**config.mk**
```make
export PLATFORM = sky130hd
export DESIGN_NAME = shell_word_lexer
export DESIGN_NICKNAME = d
export VERILOG_FILES = /design/src/hdl/swl_pkg.sv /design/src/hdl/swl_step.sv /design/src/hdl/swl_out.sv /design/src/hdl/shell_word_lexer.sv
export SDC_FILE = /design/constraint.sdc
export NUM_CORES = 1
export LEC_CHECK = 0
export ABC_AREA = 1
export ABC_CLOCK_PERIOD_IN_PS = 6300
export BUFFER_PORTS_ARGS = -buffer_cell sky130_fd_sc_hd__buf_4
export CORE_UTILIZATION = 45
export CTS_CLUSTER_DIAMETER = 30
export DETAILED_ROUTE_END_ITERATION = 12
export GPL_TIMING_DRIVEN = 0
export PLACE_DENSITY_LB_ADDON = 0.05
export SLEW_MARGIN = 10
export SYNTH_ARGS = -nofsm -noshare
export SYNTH_HDL_FRONTEND = slang
export SYNTH_SLANG_ARGS = --single-unit
```
**constraint.sdc**
```tcl
create_clock -name clk -period 6.3 [get_ports clk]
set_input_delay 0.315 -clock clk [delete_from_list [all_inputs] [get_ports clk]]
set_output_delay 0.315 -clock clk [all_outputs]
set_load 0.05 [all_outputs]
```
**src/hdl/swl_pkg.sv**
```systemverilog
// Shared codes, character constants and types of the shell word lexer.
`default_nettype none
package swl_pkg;

	// lexer mode codes
	localparam logic [1:0] MODE_IDLE   = 2'd0;
	localparam logic [1:0] MODE_WORD   = 2'd1;
	localparam logic [1:0] MODE_QUOTED = 2'd2;

	// characters the lexer reacts to
	localparam logic [7:0] CH_QUOTE   = 8'h22;
	localparam logic [7:0] CH_BSLASH  = 8'h5C;
	localparam logic [7:0] CH_TAB     = 8'h09;
	localparam logic [7:0] CH_SPACE   = 8'h20;
	localparam logic [7:0] CH_LOWER_T = 8'h74;

	// one result item
	typedef struct packed {
		logic       char_valid;
		logic [7:0] out_char;
		logic       token_done;
	} swl_result_t;

	// lexer state
	typedef struct packed {
		logic [1:0] lex_mode;
		logic       escape_pending;
	} swl_state_t;

endpackage
`default_nettype wire

```
**src/hdl/swl_step.sv**
```systemverilog
// Per-byte lexer step: next state and result item for one input byte.
`default_nettype none
module swl_step (
	input  wire logic [7:0]          in_byte,
	input  wire logic                is_last,
	input  wire swl_pkg::swl_state_t cur,
	output swl_pkg::swl_state_t      nxt,
	output swl_pkg::swl_result_t     res,
	output logic                     has_result
);

	logic is_ws;
	logic hc;
	logic done;
	logic [7:0] ch;
	logic [1:0] mode_n;
	logic esc_n;

	// whitespace is 0x09..0x0D and space
	assign is_ws = (in_byte == swl_pkg::CH_SPACE) ||
		((in_byte >= 8'h09) && (in_byte <= 8'h0D));

	// decode one byte against the current mode
	always_comb begin
		mode_n = cur.lex_mode;
		esc_n  = cur.escape_pending;
		hc     = 1'b0;
		done   = 1'b0;
		ch     = 8'h00;
		unique case (cur.lex_mode)
			swl_pkg::MODE_WORD, swl_pkg::MODE_QUOTED: begin
				if (cur.escape_pending) begin
					esc_n = 1'b0;
					if (in_byte == swl_pkg::CH_SPACE || in_byte == swl_pkg::CH_QUOTE) begin
						hc = 1'b1;
						ch = in_byte;
					end else if (in_byte == swl_pkg::CH_LOWER_T) begin
						hc = 1'b1;
						ch = swl_pkg::CH_TAB;
					end
				end else if (in_byte == swl_pkg::CH_BSLASH) begin
					esc_n = 1'b1;
				end else if (cur.lex_mode == swl_pkg::MODE_QUOTED) begin
					if (in_byte == swl_pkg::CH_QUOTE) begin
						done   = 1'b1;
						mode_n = swl_pkg::MODE_IDLE;
					end else begin
						hc = 1'b1;
						ch = in_byte;
					end
				end else begin
					if (is_ws) begin
						done   = 1'b1;
						mode_n = swl_pkg::MODE_IDLE;
					end else if (in_byte != swl_pkg::CH_QUOTE) begin
						hc = 1'b1;
						ch = in_byte;
					end
				end
			end
			default: begin
				// idle, and the unused code acts as idle
				mode_n = swl_pkg::MODE_IDLE;
				esc_n  = 1'b0;
				if (is_ws) begin
					mode_n = swl_pkg::MODE_IDLE;
				end else if (in_byte == swl_pkg::CH_QUOTE) begin
					mode_n = swl_pkg::MODE_QUOTED;
				end else if (in_byte == swl_pkg::CH_BSLASH) begin
					mode_n = swl_pkg::MODE_WORD;
					esc_n  = 1'b1;
				end else begin
					mode_n = swl_pkg::MODE_WORD;
					hc     = 1'b1;
					ch     = in_byte;
				end
			end
		endcase
		// close an open token on the final byte
		if (is_last) begin
			if (mode_n != swl_pkg::MODE_IDLE) begin
				done = 1'b1;
			end
			mode_n = swl_pkg::MODE_IDLE;
			esc_n  = 1'b0;
		end
	end

	assign nxt.lex_mode       = mode_n;
	assign nxt.escape_pending = esc_n;
	assign res.char_valid     = hc;
	assign res.out_char       = ch;
	assign res.token_done     = done;
	assign has_result         = hc | done;

endmodule
`default_nettype wire

```
**src/hdl/swl_out.sv**
```systemverilog
// Result register of the shell word lexer, holding one item for the master side.
`default_nettype none
module swl_out (
	input  wire logic                 clk,
	input  wire logic                 arst_n,
	input  wire logic                 load,
	input  wire swl_pkg::swl_result_t res,
	output logic                      free,
	output logic                      m_tvalid,
	input  wire logic                 m_tready,
	output logic [7:0]                m_tdata,
	output logic                      m_tlast,
	output logic                      m_tuser
);

	logic                 valid_q;
	swl_pkg::swl_result_t res_q;

	// room for a new item when empty or when the held one leaves now
	assign free = !valid_q || m_tready;

	// track occupancy
	always_ff @(posedge clk or negedge arst_n) begin
		if (!arst_n) begin
			valid_q <= 1'b0;
		end else if (free) begin
			valid_q <= load;
		end
	end

	// hold the payload until taken
	always_ff @(posedge clk) begin
		if (free && load) begin
			res_q <= res;
		end
	end

	assign m_tvalid = valid_q;
	assign m_tdata  = res_q.out_char;
	assign m_tlast  = res_q.token_done;
	assign m_tuser  = res_q.char_valid;

endmodule
`default_nettype wire

```
**src/hdl/shell_word_lexer.sv**
```systemverilog
// Top level of the shell word lexer: input register, lexer step and result register.
// Each byte is held in the input register and its result is registered in the result register.
// Throughput: one byte per cycle unless a result finds the result register full and stalled.
// Bytes that yield no result are consumed without using the result register.
// Reset (arst_n low, asynchronous): both stages empty, mode idle, no escape pending.
`default_nettype none
module shell_word_lexer (
	input  wire logic       clk,
	input  wire logic       arst_n,
	input  wire logic       s_tvalid,
	output logic            s_tready,
	input  wire logic [7:0] s_tdata,   // [7:0] in_byte
	input  wire logic       s_tlast,   // is_last
	output logic            m_tvalid,
	input  wire logic       m_tready,
	output logic [7:0]      m_tdata,   // [7:0] out_char
	output logic            m_tlast,   // token_done
	output logic            m_tuser    // char_valid
);

	logic                 valid_s1;
	logic [7:0]           byte_s1;
	logic                 last_s1;
	swl_pkg::swl_state_t  state_q;
	swl_pkg::swl_state_t  state_n;
	swl_pkg::swl_result_t res;
	logic                 has_result;
	logic                 out_free;
	logic                 advance;

	// the held byte moves on when its result has room, or when it has none
	assign advance  = valid_s1 && (!has_result || out_free);
	assign s_tready = !valid_s1 || advance;

	// input stage occupancy
	always_ff @(posedge clk or negedge arst_n) begin
		if (!arst_n) begin
			valid_s1 <= 1'b0;
		end else if (s_tready) begin
			valid_s1 <= s_tvalid;
		end
	end

	// input stage payload
	always_ff @(posedge clk) begin
		if (s_tready && s_tvalid) begin
			byte_s1 <= s_tdata;
			last_s1 <= s_tlast;
		end
	end

	// commit the lexer state as each byte leaves the input stage
	always_ff @(posedge clk or negedge arst_n) begin
		if (!arst_n) begin
			state_q.lex_mode       <= swl_pkg::MODE_IDLE;
			state_q.escape_pending <= 1'b0;
		end else if (advance) begin
			state_q <= state_n;
		end
	end

	swl_step u_step (
		.in_byte    (byte_s1),
		.is_last    (last_s1),
		.cur        (state_q),
		.nxt        (state_n),
		.res        (res),
		.has_result (has_result)
	);

	swl_out u_out (
		.clk      (clk),
		.arst_n   (arst_n),
		.load     (advance && has_result),
		.res      (res),
		.free     (out_free),
		.m_tvalid (m_tvalid),
		.m_tready (m_tready),
		.m_tdata  (m_tdata),
		.m_tlast  (m_tlast),
		.m_tuser  (m_tuser)
	);

endmodule
`default_nettype wire

```
**Word level (Yosys, flattened, before mapping)**

Cells that the tools add are included.

- Input bits: 13
- Register bits after elaboration: 24
- Logic and storage cells: 81
- Output and inout bits: 12

- Bitwise gates (word level): 1
- Equality and inequality tests: 7
- Order comparisons: 2
- Reduce and logical (&&, ||, !) cells: 15
- Mux-type cells: 47

Operators with widths:

| operator | number |
|---|---|
| $mux 8 | 11 |
| $mux 1 | 26 |
| $mux 2 | 9 |
| $eq 8x6->1 const B | 2 |
| $eq 8x7->1 const B | 2 |
| $ge 8x4->1 const B | 1 |
| $le 8x4->1 const B | 1 |
| $ne 8x6->1 const B | 1 |
| $logic_and 1x1->1 | 5 |
| $logic_or 1x1->1 | 5 |
| $mux 4 | 1 |
| $logic_not 1->1 | 3 |
| $eq 2x1->1 const B | 1 |
| $eq 2x2->1 const B | 1 |
| $reduce_bool 2->1 | 1 |
| $reduce_or 2->1 | 1 |
| $or 1x1->1 | 1 |

**Depth between registers and ports, before layout**

Gate-level depths: netlist of the first run.

- Depth in word-level cells: 17
- Gate-level depth with buffers: 17

**By module**

From an unflattened synthesis of the first run, not the netlist that was laid out.

- Cells, all modules: 142
- Area total of the unflattened synthesis: 1,276.2 um^2

Modules (own cells, without submodules):

| module | area an instance (um^2) | cells an instance | instances |
|---|---|---|---|
| swl_step | 481.7 | 95 | 1 |
| shell_word_lexer | 449.2 | 31 | 1 |
| swl_out | 345.3 | 16 | 1 |

**Worst setup path after synthesis of the first run**

Ideal clock, no wire load.

- Kind: register -> register
- From: register state_q[2] (netlist name)
- To: register byte_s1[0], enable pin
- Required time: 6.022 ns
- Cell stages (with the launch flop): 14
- Arrival time: 2.064 ns
- Path slack: 3.958 ns
- Cell sequence: dfrtp_1 > ha_1 > clkbuf_1 > nand2_1 > nor2_2 > nand2_1 > o21ai_2 > inv_2 > nand2_1 > nand2_2 > nand3_4 > nand3_2 > nand2_1 > inv_1

- Cells in the longest elaborated chain, start to end: 14
- Elaborated cells between the ends (all ways): 26
- Classes of those cells: eq/ne (2); mux (16); bitwise (1); reduce/logical (7)

RTL lines:

| element | RTL line | source |
|---|---|---|
| from (decl) | shell_word_lexer.sv:24 | `swl_pkg::swl_state_t state_q;` |
| from (signal assigned) | shell_word_lexer.sv:58 | `state_q <= state_n;` |
| $eq 2x2->1 (tied with other cells) | swl_step.sv:30, swl_step.sv:43 |  |
| $mux 2 | swl_step.sv:43 | `end else if (cur.lex_mode == swl_pkg::MODE_QUOTED) begin` |
| $mux 2 | swl_step.sv:41 | `end else if (in_byte == swl_pkg::CH_BSLASH) begin` |
| $mux 2 | swl_step.sv:32 | `if (cur.escape_pending) begin` |
| $mux 2 | swl_step.sv:30 | `unique case (cur.lex_mode)` |
| $reduce_bool 2->1 | swl_step.sv:81 | `if (mode_n != swl_pkg::MODE_IDLE) begin` |
| $mux 1 | swl_step.sv:81 |  |
| $mux 1 | swl_step.sv:80 | `if (is_last) begin` |
| $or 1x1->1 (*) | swl_step.sv:94 | `assign has_result = hc \| done;` |
| $logic_not 1->1 (*) | shell_word_lexer.sv:32 | `assign advance = valid_s1 && (!has_result \|\| out_free);` |
| $logic_or 1x1->1 (*) | shell_word_lexer.sv:32 |  |
| $logic_and 1x1->1 (*) | shell_word_lexer.sv:32 |  |
| $logic_or 1x1->1 (*) | shell_word_lexer.sv:33 | `assign s_tready = !valid_s1 \|\| advance;` |
| via s_tready | shell_word_lexer.sv:11 | `output logic s_tready,` |
| $logic_and 1x1->1 (*) | shell_word_lexer.sv:46 | `if (s_tready && s_tvalid) begin` |
| to (signal assigned) | shell_word_lexer.sv:47 | `byte_s1 <= s_tdata;` |
| to (decl) | shell_word_lexer.sv:22 | `logic [7:0] byte_s1;` |

The timed path passes the listed nets; every way through them passes the cells marked *.
A chain may end at the register's enable or synchronous reset.

**Final worst setup path of the first run**

- From: register state_q[2] (netlist name)
- To: output s_tready

- Cells in the longest elaborated chain, start to end: 13
- Elaborated cells between the ends (all ways): 25
- Classes of those cells: eq/ne (2); mux (16); bitwise (1); reduce/logical (6)

RTL lines:

| element | RTL line |
|---|---|
| $eq 2x2->1 (tied with other cells) | swl_step.sv:30, swl_step.sv:43 |
| $mux 2 | swl_step.sv:43 |
| $mux 2 | swl_step.sv:41 |
| $mux 2 | swl_step.sv:32 |
| $mux 2 | swl_step.sv:30 |
| $reduce_bool 2->1 | swl_step.sv:81 |
| $mux 1 | swl_step.sv:81 |
| $mux 1 | swl_step.sv:80 |
| $or 1x1->1 (*) | swl_step.sv:94 |
| $logic_not 1->1 (*) | shell_word_lexer.sv:32 |
| $logic_or 1x1->1 (*) | shell_word_lexer.sv:32 |
| $logic_and 1x1->1 (*) | shell_word_lexer.sv:32 |
| $logic_or 1x1->1 (*) | shell_word_lexer.sv:33 |
| to (decl) | shell_word_lexer.sv:11 |

Mark *: on every way between the ends. The rest lies on a longest branch, timed or not.

==> metrics list, run 1 <==
- Result of the run: complete, no violations
- The average instance in the mapped netlist occupies just over 9 sq um.
- The worst setup path is captured at an output port.
* Worst reg-to-reg setup slack: 3800 ps
- The analysis attributes to cell leakage a power of 0.715 nW.
* Worst Skew: 2.82 ps
* Global-route usage over all layers: 0.160
- STA puts the critical path data arrival time at 2420 ps.
- Sw frac: 0.442
- In this run the worst hold path is classified as in -> reg.
* Maximum vdd drop: 0.257 mV
- Number of warnings issued by yosys: 0
- Total number of cells along the worst setup path: 12
* Final global-route overflow total: 0
- NumNets Final: 183
- Data required time of the worst path: around 6000 ps
- In this run the remaining antenna-violating nets after routing total 0.
- Synthesis-to-layout area growth: 19.8%
- For this configuration, the core starts out at a cell density of 0.494.
- Maxcap violations: 0
- Post-synthesis instance area: 0.00128 sq mm
* Share of power burned in the clock network: 0.120
* Worst skew pair latency: 310 ps
- Highest-count cells in the layout ignoring fill and taps: sky130_fd_sc_hd__nand2_1, sky130_fd_sc_hd__buf_4, sky130_fd_sc_hd__nor2_1
- Critical path launch point type: flip-flop
* Vertical die dimension: around 55 um
- Reg2reg start: state_q[2]
- The final layout contains routed wiring with a total length of 2.30 mm.
- Dividing the detail-routed wire length by the instance count gives around 12 um.
- CTS tree: yes
* DR vias: approximately 990
* Die extent in x: 55.3 um
- Fin Setup TNS: 0 ps
- Cts bufs inserted: 3
* Antenna violations before repair: 0
* Net switching power: 0.000257 W
- Final setup violation count: 0
- The critical path ends at s_tready.
- The total count of max-transition violations in the final report was 0.
- Synthesis produced a netlist whose cell count is 139.
- Rel. slew slack: 0.755
- After clock tree synthesis, the setup repair step added 0 buffers.
- Measured in cells, the most critical reg-to-reg path has a length of 12.
* Crit-path slowest cell: sky130_fd_sc_hd__dfrtp_1
* Count of antenna diodes in the layout: 0
- By startpoint and endpoint, the worst setup path is classified as reg -> out.
- Number of global-route vias before repair: 883
- Combinational share of power: 0.465
* Cell chain of the critical path: ha_1 > clkbuf_1 > nand2_1 > nor2_2 > nand2_1 > o21ai_2 > inv_2 > nand2_1 > nand2_2 > nand3_4 > nand3_2 > buf_4
- 25 I/O pins were placed.
* Cell class contributing the biggest share of worst-path delay: simple AND/OR/NAND/NOR gates
- For this run, the register share of the synthesized area comes to 0.543.
- By instance count, the cell type seen most on the critical path is sky130_fd_sc_hd__nand2_1.
- Based on the critical path, the design can be clocked at up to 366 MHz.
* Maximum number of pins on one net before global-route repair: 14
- End of the worst register-to-register path: u_out.m_tdata[1]
- Number of gates resized after cts: 0
* Iteration-0 DRC count of the detailed router: 23
* Reg clk slew, reported paths: 130 ps
- Of the total power, registers draw 0.416.
- DRC violations left: 0
- Buf+Inv Stages, Crit Path: 3
- Syn_nets: 153
- Number of clock sinks: 24
* Count of TritonRoute iterations in the first routing pass: 4
* First element of the critical path: state_q[2]
- Detailed placement finished with a half-perimeter wire length of 1.80 mm.
- Time the worst path needs with I/O delays and setup: ~2700 ps
- For the pin with the worst max-slew slack, the measured transition is 366 ps.
- Leading cell type in the layout, fill and taps excluded: sky130_fd_sc_hd__nand2_1
- Final cycle utilization of the critical path: 0.434
- Power density over cell area: 379 mW/mm^2
* Clock Path Buffers: 2
- Vias/cell: 5.01
* Routability-driven placement congestion ratio: 0.844
* H-tree level count: 1
- After synthesis the netlist holds a flip-flop and latch count of 24.
* Layout cell share with drive strength beyond 1: 0.286
- Number of distinct library cells after synthesis: 25
* DIE AREA: 0.00306 sq mm
- The internal power of the cells totals 0.000324 W.
- Placement row count: 18
- The core region is 0.00259 sq mm.
- Clock tree synthesis selected as its root buffer the cell sky130_fd_sc_hd__clkbuf_4.
- Setup slack after placement: 3820 ps
- Final setup margin: around 3600 ps
- The first global-routing pass estimated 3.91 mm of wire.
- Setup repair after global routing missed its margin: no
* IO buf count: 24
- Peak per-stage delay on the critical path: 420 ps
- Final Hold Violating Endpoints: 0
* Max FO, Critical Path: 8
[synth_stat cells]
cell / instances / area share
sky130_fd_sc_hd__inv_2: 2 / 0.0059
sky130_fd_sc_hd__nor3_1: 3 / 0.012
sky130_fd_sc_hd__ha_1: 1 / 0.0098
sky130_fd_sc_hd__edfxtp_1: 19 / 0.45
sky130_fd_sc_hd__nand4_1: 3 / 0.015
sky130_fd_sc_hd__inv_1: 19 / 0.056
sky130_fd_sc_hd__a21boi_0: 2 / 0.012
sky130_fd_sc_hd__nand2_4: 5 / 0.044
sky130_fd_sc_hd__nor2_2: 2 / 0.0098
sky130_fd_sc_hd__nor2_4: 1 / 0.0088
sky130_fd_sc_hd__o211ai_1: 1 / 0.0059
sky130_fd_sc_hd__a21oi_1: 4 / 0.016
sky130_fd_sc_hd__nand2_2: 7 / 0.034
sky130_fd_sc_hd__nand3_1: 8 / 0.031
sky130_fd_sc_hd__nand3_2: 1 / 0.0078
sky130_fd_sc_hd__nor2_1: 20 / 0.059
sky130_fd_sc_hd__o21ai_2: 1 / 0.0068
sky130_fd_sc_hd__clkbuf_2: 1 / 0.0039
sky130_fd_sc_hd__nand3_4: 1 / 0.014
sky130_fd_sc_hd__o221ai_1: 1 / 0.0068
sky130_fd_sc_hd__o21ai_0: 3 / 0.012
sky130_fd_sc_hd__dfrtp_1: 5 / 0.098
sky130_fd_sc_hd__a211oi_1: 1 / 0.0059
sky130_fd_sc_hd__nand2_1: 27 / 0.079
sky130_fd_sc_hd__clkbuf_1: 1 / 0.0029
[repair_timing]
| item | CTS | global route |
|---|---|---|
| hold buffers | 1 | 0 |
| endpoints found under the hold margin | 5 | 0 |
| endpoints found under the setup margin | 0 | 0 |
[per-layer routing]
| metal | track usage | vias to the layer above | share of wire |
|---|---|---|---|
| li1 | - | 509 | - |
| met1 | 0.222 | 445 | 0.47 |
| met2 | 0.263 | 31 | 0.47 |
| met3 | 0.0211 | 6 | 0.046 |
| met4 | 0.0429 | 0 | 0.018 |
| met5 | 0 | - | 0 |
[power groups by stage]
| stage | Combinational, W | Sequential (W) | Clock, W |
|---|---|---|---|
| after detailed placement | 0.000270 | 0.000245 | 0 |
| after global placement | 0.000268 | 0.000244 | 0 |
| after global routing | 0.000292 | 0.000245 | 0.0000781 |
| final | 0.000270 | 0.000241 | 0.0000696 |
| after CTS | 0.000271 | 0.000242 | 0.0000725 |
| after floorplan | 0.000111 | 0.000333 | 0 |
[stage by stage]
stage	std cells	utilization	total power [W]	cell area, sq um	hold slack, ps
after detailed placement	193	0.578	0.000515	1500	120
final	198	0.592	0.000581	1530	168
after global placement	193	0.578	0.000512	1500	119
after CTS	198	0.592	0.000585	1530	161
after global routing	198	0.592	0.000615	1530	148
after floorplan	139	-	0.000444	1280	19.4
[registers in the layout, indices dropped and copies added (netlist names)]
register / count
byte_s1: 8
last_s1: 1
state_q: 3
u_out.m_tdata: 8
u_out.m_tlast: 1
u_out.m_tuser: 1
u_out.m_tvalid: 1
valid_s1: 1
[how the worst min path moves through the flow]
stage / slack [ps] / cells past startpoint / startpoint / end
after floorplan: 20 / 0 / arst_n / state_q[0]
after global placement: 120 / 1 / arst_n / u_out.m_tvalid
after detailed placement: 120 / 1 / arst_n / u_out.m_tvalid
after CTS: 160 / 1 / s_tlast / last_s1
after global routing: 150 / 1 / s_tdata[4] / byte_s1[4]
final: 170 / 1 / s_tdata[2] / byte_s1[2]
[logic make-up after synthesis]
family	after synthesis	share of synthesized area
DFF	24	0.544
and+or+nand+nor	78	0.314
buffers and inverters	23	0.0684
AOI/OAI and AO/OA	13	0.0645
adders and majority gates	1	0.00977
[layout make-up]
class                      instances  area [sq um]
buffer                             2          8.76
clock buffer                       4          26.3
fill                             213          1060
inverter                          21          78.8
multi-input combinational         92           497
sequential                        24           696
tap                               30          37.5
timing repair buffer              25           190
Note: power is estimated with default switching activity, not from simulation.
==> run 2: changes to the inputs <==
Settings changed: ABC_AREA 1 to 0, ABC_CLOCK_PERIOD_IN_PS 6300 to 2400.
Clock period 6.3 ns to 2.4 ns, I/O delays scaled along.
==> run 2 against run 1 <==
The flow now finishes with violations (negative setup slack). Design area rose by 29%. Count of clock-buffer cells in the layout fell by 1. Die area rose by 3.6%. Sequential share of layout area fell by 10 points. Combinational power rose to 3.3 times the previous value. Sequential power rose to 2.5 times the previous value. Largest cell class unchanged. Register-to-register slack got worse by 3900 ps. Final cell count rose by 2.5%. Synthesized cell count fell by 17%. Critical path type unchanged.
==> metrics list, run 2 <==
- Routed len/inst: 14.5 um (+25%)
- DIE AREA: 0.00317 sq mm (+3.6%)
* Max Clock Freq: 387 MHz
* Time the worst path needs with I/O delays and setup: 2590 ps
- The worst setup path is of the reg -> out kind.
* Leading cell type in the layout, fill and taps excluded: sky130_fd_sc_hd__buf_4
* Worst EP arrival: 2470 ps (+50 ps)
- The final antenna-violating net count was 0 (unchanged).
* Tightest Pin Transition: 540 ps (+173 ps)
- Setup repair after global routing missed its margin: yes
* Worst Skew: 3.57 ps (+0.755 ps)
- Count of antenna diodes in the layout: 0 (unchanged)
* Starting utilization of the core area: 0.477 (-0.0169)
* Worst reg2reg path depth: 7 (-5)
- The register bit total from synthesis was 24 (unchanged).
- Final setup margin: -185 ps (-3750 ps)
- The checks that failed: negative setup slack.
* Max FO, Critical Path: 4 (-4)
* DR vias: 1171 (+18%)
- The count of cell types in the netlist came to 49 (+96%).
* Post-Layout Inst Area: 0.00197 sq mm (+29%)
- The sequential fraction of the synthesis area came to 0.524 (-0.0195).
- The number of buffers and inverters on the critical path came to 1 (-2).
- IO buf count: 24 (unchanged)
- The number of cells on the critical path came to 7 (-5).
- Data required time of the worst path: 2280 ps (-3700 ps)
- The number of fill cells in the layout is 179 (-16%).
- The number of vias per cell came to 5.77 (+15%).
* NumNets Final: 187 (+2.2%)
- Async set-reset flop share out of synthesis: 0.208 (unchanged)
* Top cell type by total area after synthesis: sky130_fd_sc_hd__edfxtp_1
- Count leader, synth: sky130_fd_sc_hd__edfxtp_1
* Routed WL: 2.95 mm (+28%)
- The final estimated routing congestion in global placement came to 0.884 (+4.8%).
- The total count of max-transition violations in the final report came to 0 (unchanged).
- The count of endpoints failing hold in the final timing report came to 0 (unchanged).
- The worst setup path is launched from a flip-flop.
* Crit path capture type: output port
- DPL Wire Length: 1.93 mm (+7.0%)
- The count of routing violations after the opening detailed-route iteration is 39 (+70%).
- The source-to-sink clock delay at the later pin of the worst-skew pair is 320 ps (about the same).
- TritonCTS built the clock tree.
- The global-route wire length before repair was 4.66 mm (+19%).
* Mean instance size in the synthesized netlist: 11.5 sq um (+25%)
- In the post-synthesis netlist, the biggest area contributors are sky130_fd_sc_hd__edfxtp_1, sky130_fd_sc_hd__dfrtp_1, sky130_fd_sc_hd__and2_1.
- Placeable core area: 0.00278 sq mm (+7.4%)
- First element of the critical path: byte_s1[2]
- CTS placed an instance of sky130_fd_sc_hd__clkbuf_4 at the clock tree root.
- Reg2reg start: byte_s1[2]
- Result of the run: complete, but fails checks
* H-tree level count: 1 (unchanged)
- Cell chain of the critical path: or4b_4 > nor2_4 > a21boi_2 > o32a_4 > or2_4 > nand3_2 > buf_6
- The count of flip-flops with a built-in enable after synthesis is 19 (unchanged).
- Maxcap violations: 0 (unchanged)
- Layout cell share with drive strength beyond 1: 0.401 (+0.115)
- The y dimension of the die is 56.3 um (+1.8%).
* Antenna violations before repair: 0 (unchanged)
* Cell types with the highest counts after synthesis: sky130_fd_sc_hd__edfxtp_1, sky130_fd_sc_hd__nand2_1, sky130_fd_sc_hd__nor2_1
- The via count of the first global-routing pass came to 1088 (+23%).
- The final-layout worst hold slack is 136 ps (-31.9 ps).
- The number of buffers created by CTS came to 3 (unchanged).
* Post-synthesis instance area: 0.00133 sq mm (+3.7%)
- Highest-count cells in the layout ignoring fill and taps: sky130_fd_sc_hd__buf_4, sky130_fd_sc_hd__edfxtp_1, sky130_fd_sc_hd__dlygate4sd3_1
- The power per cell area came to 900 mW/mm^2 (+140%).
- Reg clk slew, reported paths: 130 ps (about the same)
- Die extent in x: 56.3 um (+1.8%)
* Global-route usage over all layers: 0.191 (+0.0316)
- The buffer depth of the longest clock path was 2 (unchanged).
* Post-DP Area: 0.00158 sq mm (+5.2%)
- The most used flip-flop cell after synthesis is sky130_fd_sc_hd__edfxtp_1.
* Final global-route overflow total: 0 (unchanged)
- Number of clock sinks: 24 (unchanged)
* Peak per-stage delay on the critical path: 620 ps (+200 ps)
- Syn_nets: 129 (-16%)
* Synthesis-to-layout area growth: 48.6%
* Maximum number of pins on one net before global-route repair: 15 (+1)
* Final setup violation count: 20 (+20)
* Count of TritonRoute iterations in the first routing pass: 4 (unchanged)
- The number of placement rows came to 19 (+1).
- The peak supply drop came to 0.910 mV (+250%).
- The remaining max-slew budget at the tightest pin is 0.640 (-0.115).
* DRC violations left: 0 (unchanged)
- Cell leakage power: 0.778 nW (+8.9%)
* Crit-path slowest cell: sky130_fd_sc_hd__or4b_4
- Worst min-delay path category: in -> async
- The number of top-level pins was 25 (unchanged).
- The top cell type's share of synthesized area came to 0.430 (-0.0160).
* Number of warnings issued by yosys: 0 (unchanged)
* Synth Instances: 115 (-17%)
- Dividing the final minimum period by the clock period gives 1.08.
* Cell class contributing the biggest share of worst-path delay: simple AND/OR/NAND/NOR gates
run 2: layout make-up:
type | count | area, sq um | area share
plain buffers | 5 | 28.8 | 0.0146
flip-flops and latches | 24 | 696 | 0.353
multi-input cells | 81 | 684 | 0.347
repair buffers | 53 | 454 | 0.230
well taps | 31 | 38.8 | 0.0197
clock buffers | 3 | 22.5 | 0.0114
inverters | 5 | 18.8 | 0.00951
clock inverters | 1 | 30.0 | 0.0152
run 2: repair_timing:
action                                 4_1_cts  5_1_grt
endpoints found under the hold margin       14        1
setup endpoints to repair                   23       24
cloned                                       0        0
hold buffers                                10        1
buffers inserted                            13        5
gates resized for setup                      8        9
pin swaps                                    5        9
run 2: metal layers:
| layer | GRT usage | wire length (um) | vias up |
|---|---|---|---|
| li1 | - | - | 558 |
| met1 | 0.230 | 1240 | 556 |
| met2 | 0.342 | 1510 | 50 |
| met3 | 0.0276 | 139 | 7 |
| met4 | 0.0801 | 55 | 0 |
| met5 | 0 | 0 | - |
run 2: cell families after synthesis:
kind of cell	Yosys count	share of synthesized area
AOI/OAI and AO/OA	33	0.215
xor gates and xnor gates	1	0.00660
adders and majority gates	1	0.00942
buffers and inverters	10	0.0302
DFF	24	0.524
and+or+nand+nor	46	0.215
run 2: worst reg2reg max path, cell delays in order, from the launching register on:
cell and delay [ps]:
sky130_fd_sc_hd__edfxtp_1 450, sky130_fd_sc_hd__or4b_4 620, sky130_fd_sc_hd__nor2_4 130, sky130_fd_sc_hd__a21boi_2 60, sky130_fd_sc_hd__o32a_4 370, sky130_fd_sc_hd__or2_4 270
sky130_fd_sc_hd__a31oi_4 160, sky130_fd_sc_hd__buf_12 150
run 2: stage by stage:
step	TNS (ps)	total power (W)	std cells	util	setup slack, ps
5_1_grt	-3040	0.00186	203	0.709	-257
4_1_cts	-1620	0.00174	197	0.678	-217
6_report	-1180	0.00178	203	0.709	-185
3_5_place_dp	-5730	0.00132	170	0.566	-312
3_3_place_gp	-5180	0.00131	170	0.566	-280
2_1_floorplan	-419	0.00114	115	-	-26.0
run 2: path summary, 6_finish.rpt:
| kind | end | slack, ps |
|---|---|---|
| worst max-delay path | s_tready | -190 |
| worst min-delay path | state_q[0] | 140 |
| worst max register to register | byte_s1[7] | -60 |
| worst min register to register | state_q[1] | 610 |
| max in group asynchronous | state_q[1] | 2160 |
| min in group clk | u_out.m_tvalid | 410 |
run 2: power breakdown:
part	switching (W)	internal (W)	total, W
combinational	0.000504	0.000374	0.000878
sequential	0.0000419	0.000561	0.000603
clock	0.000126	0.000169	0.000295
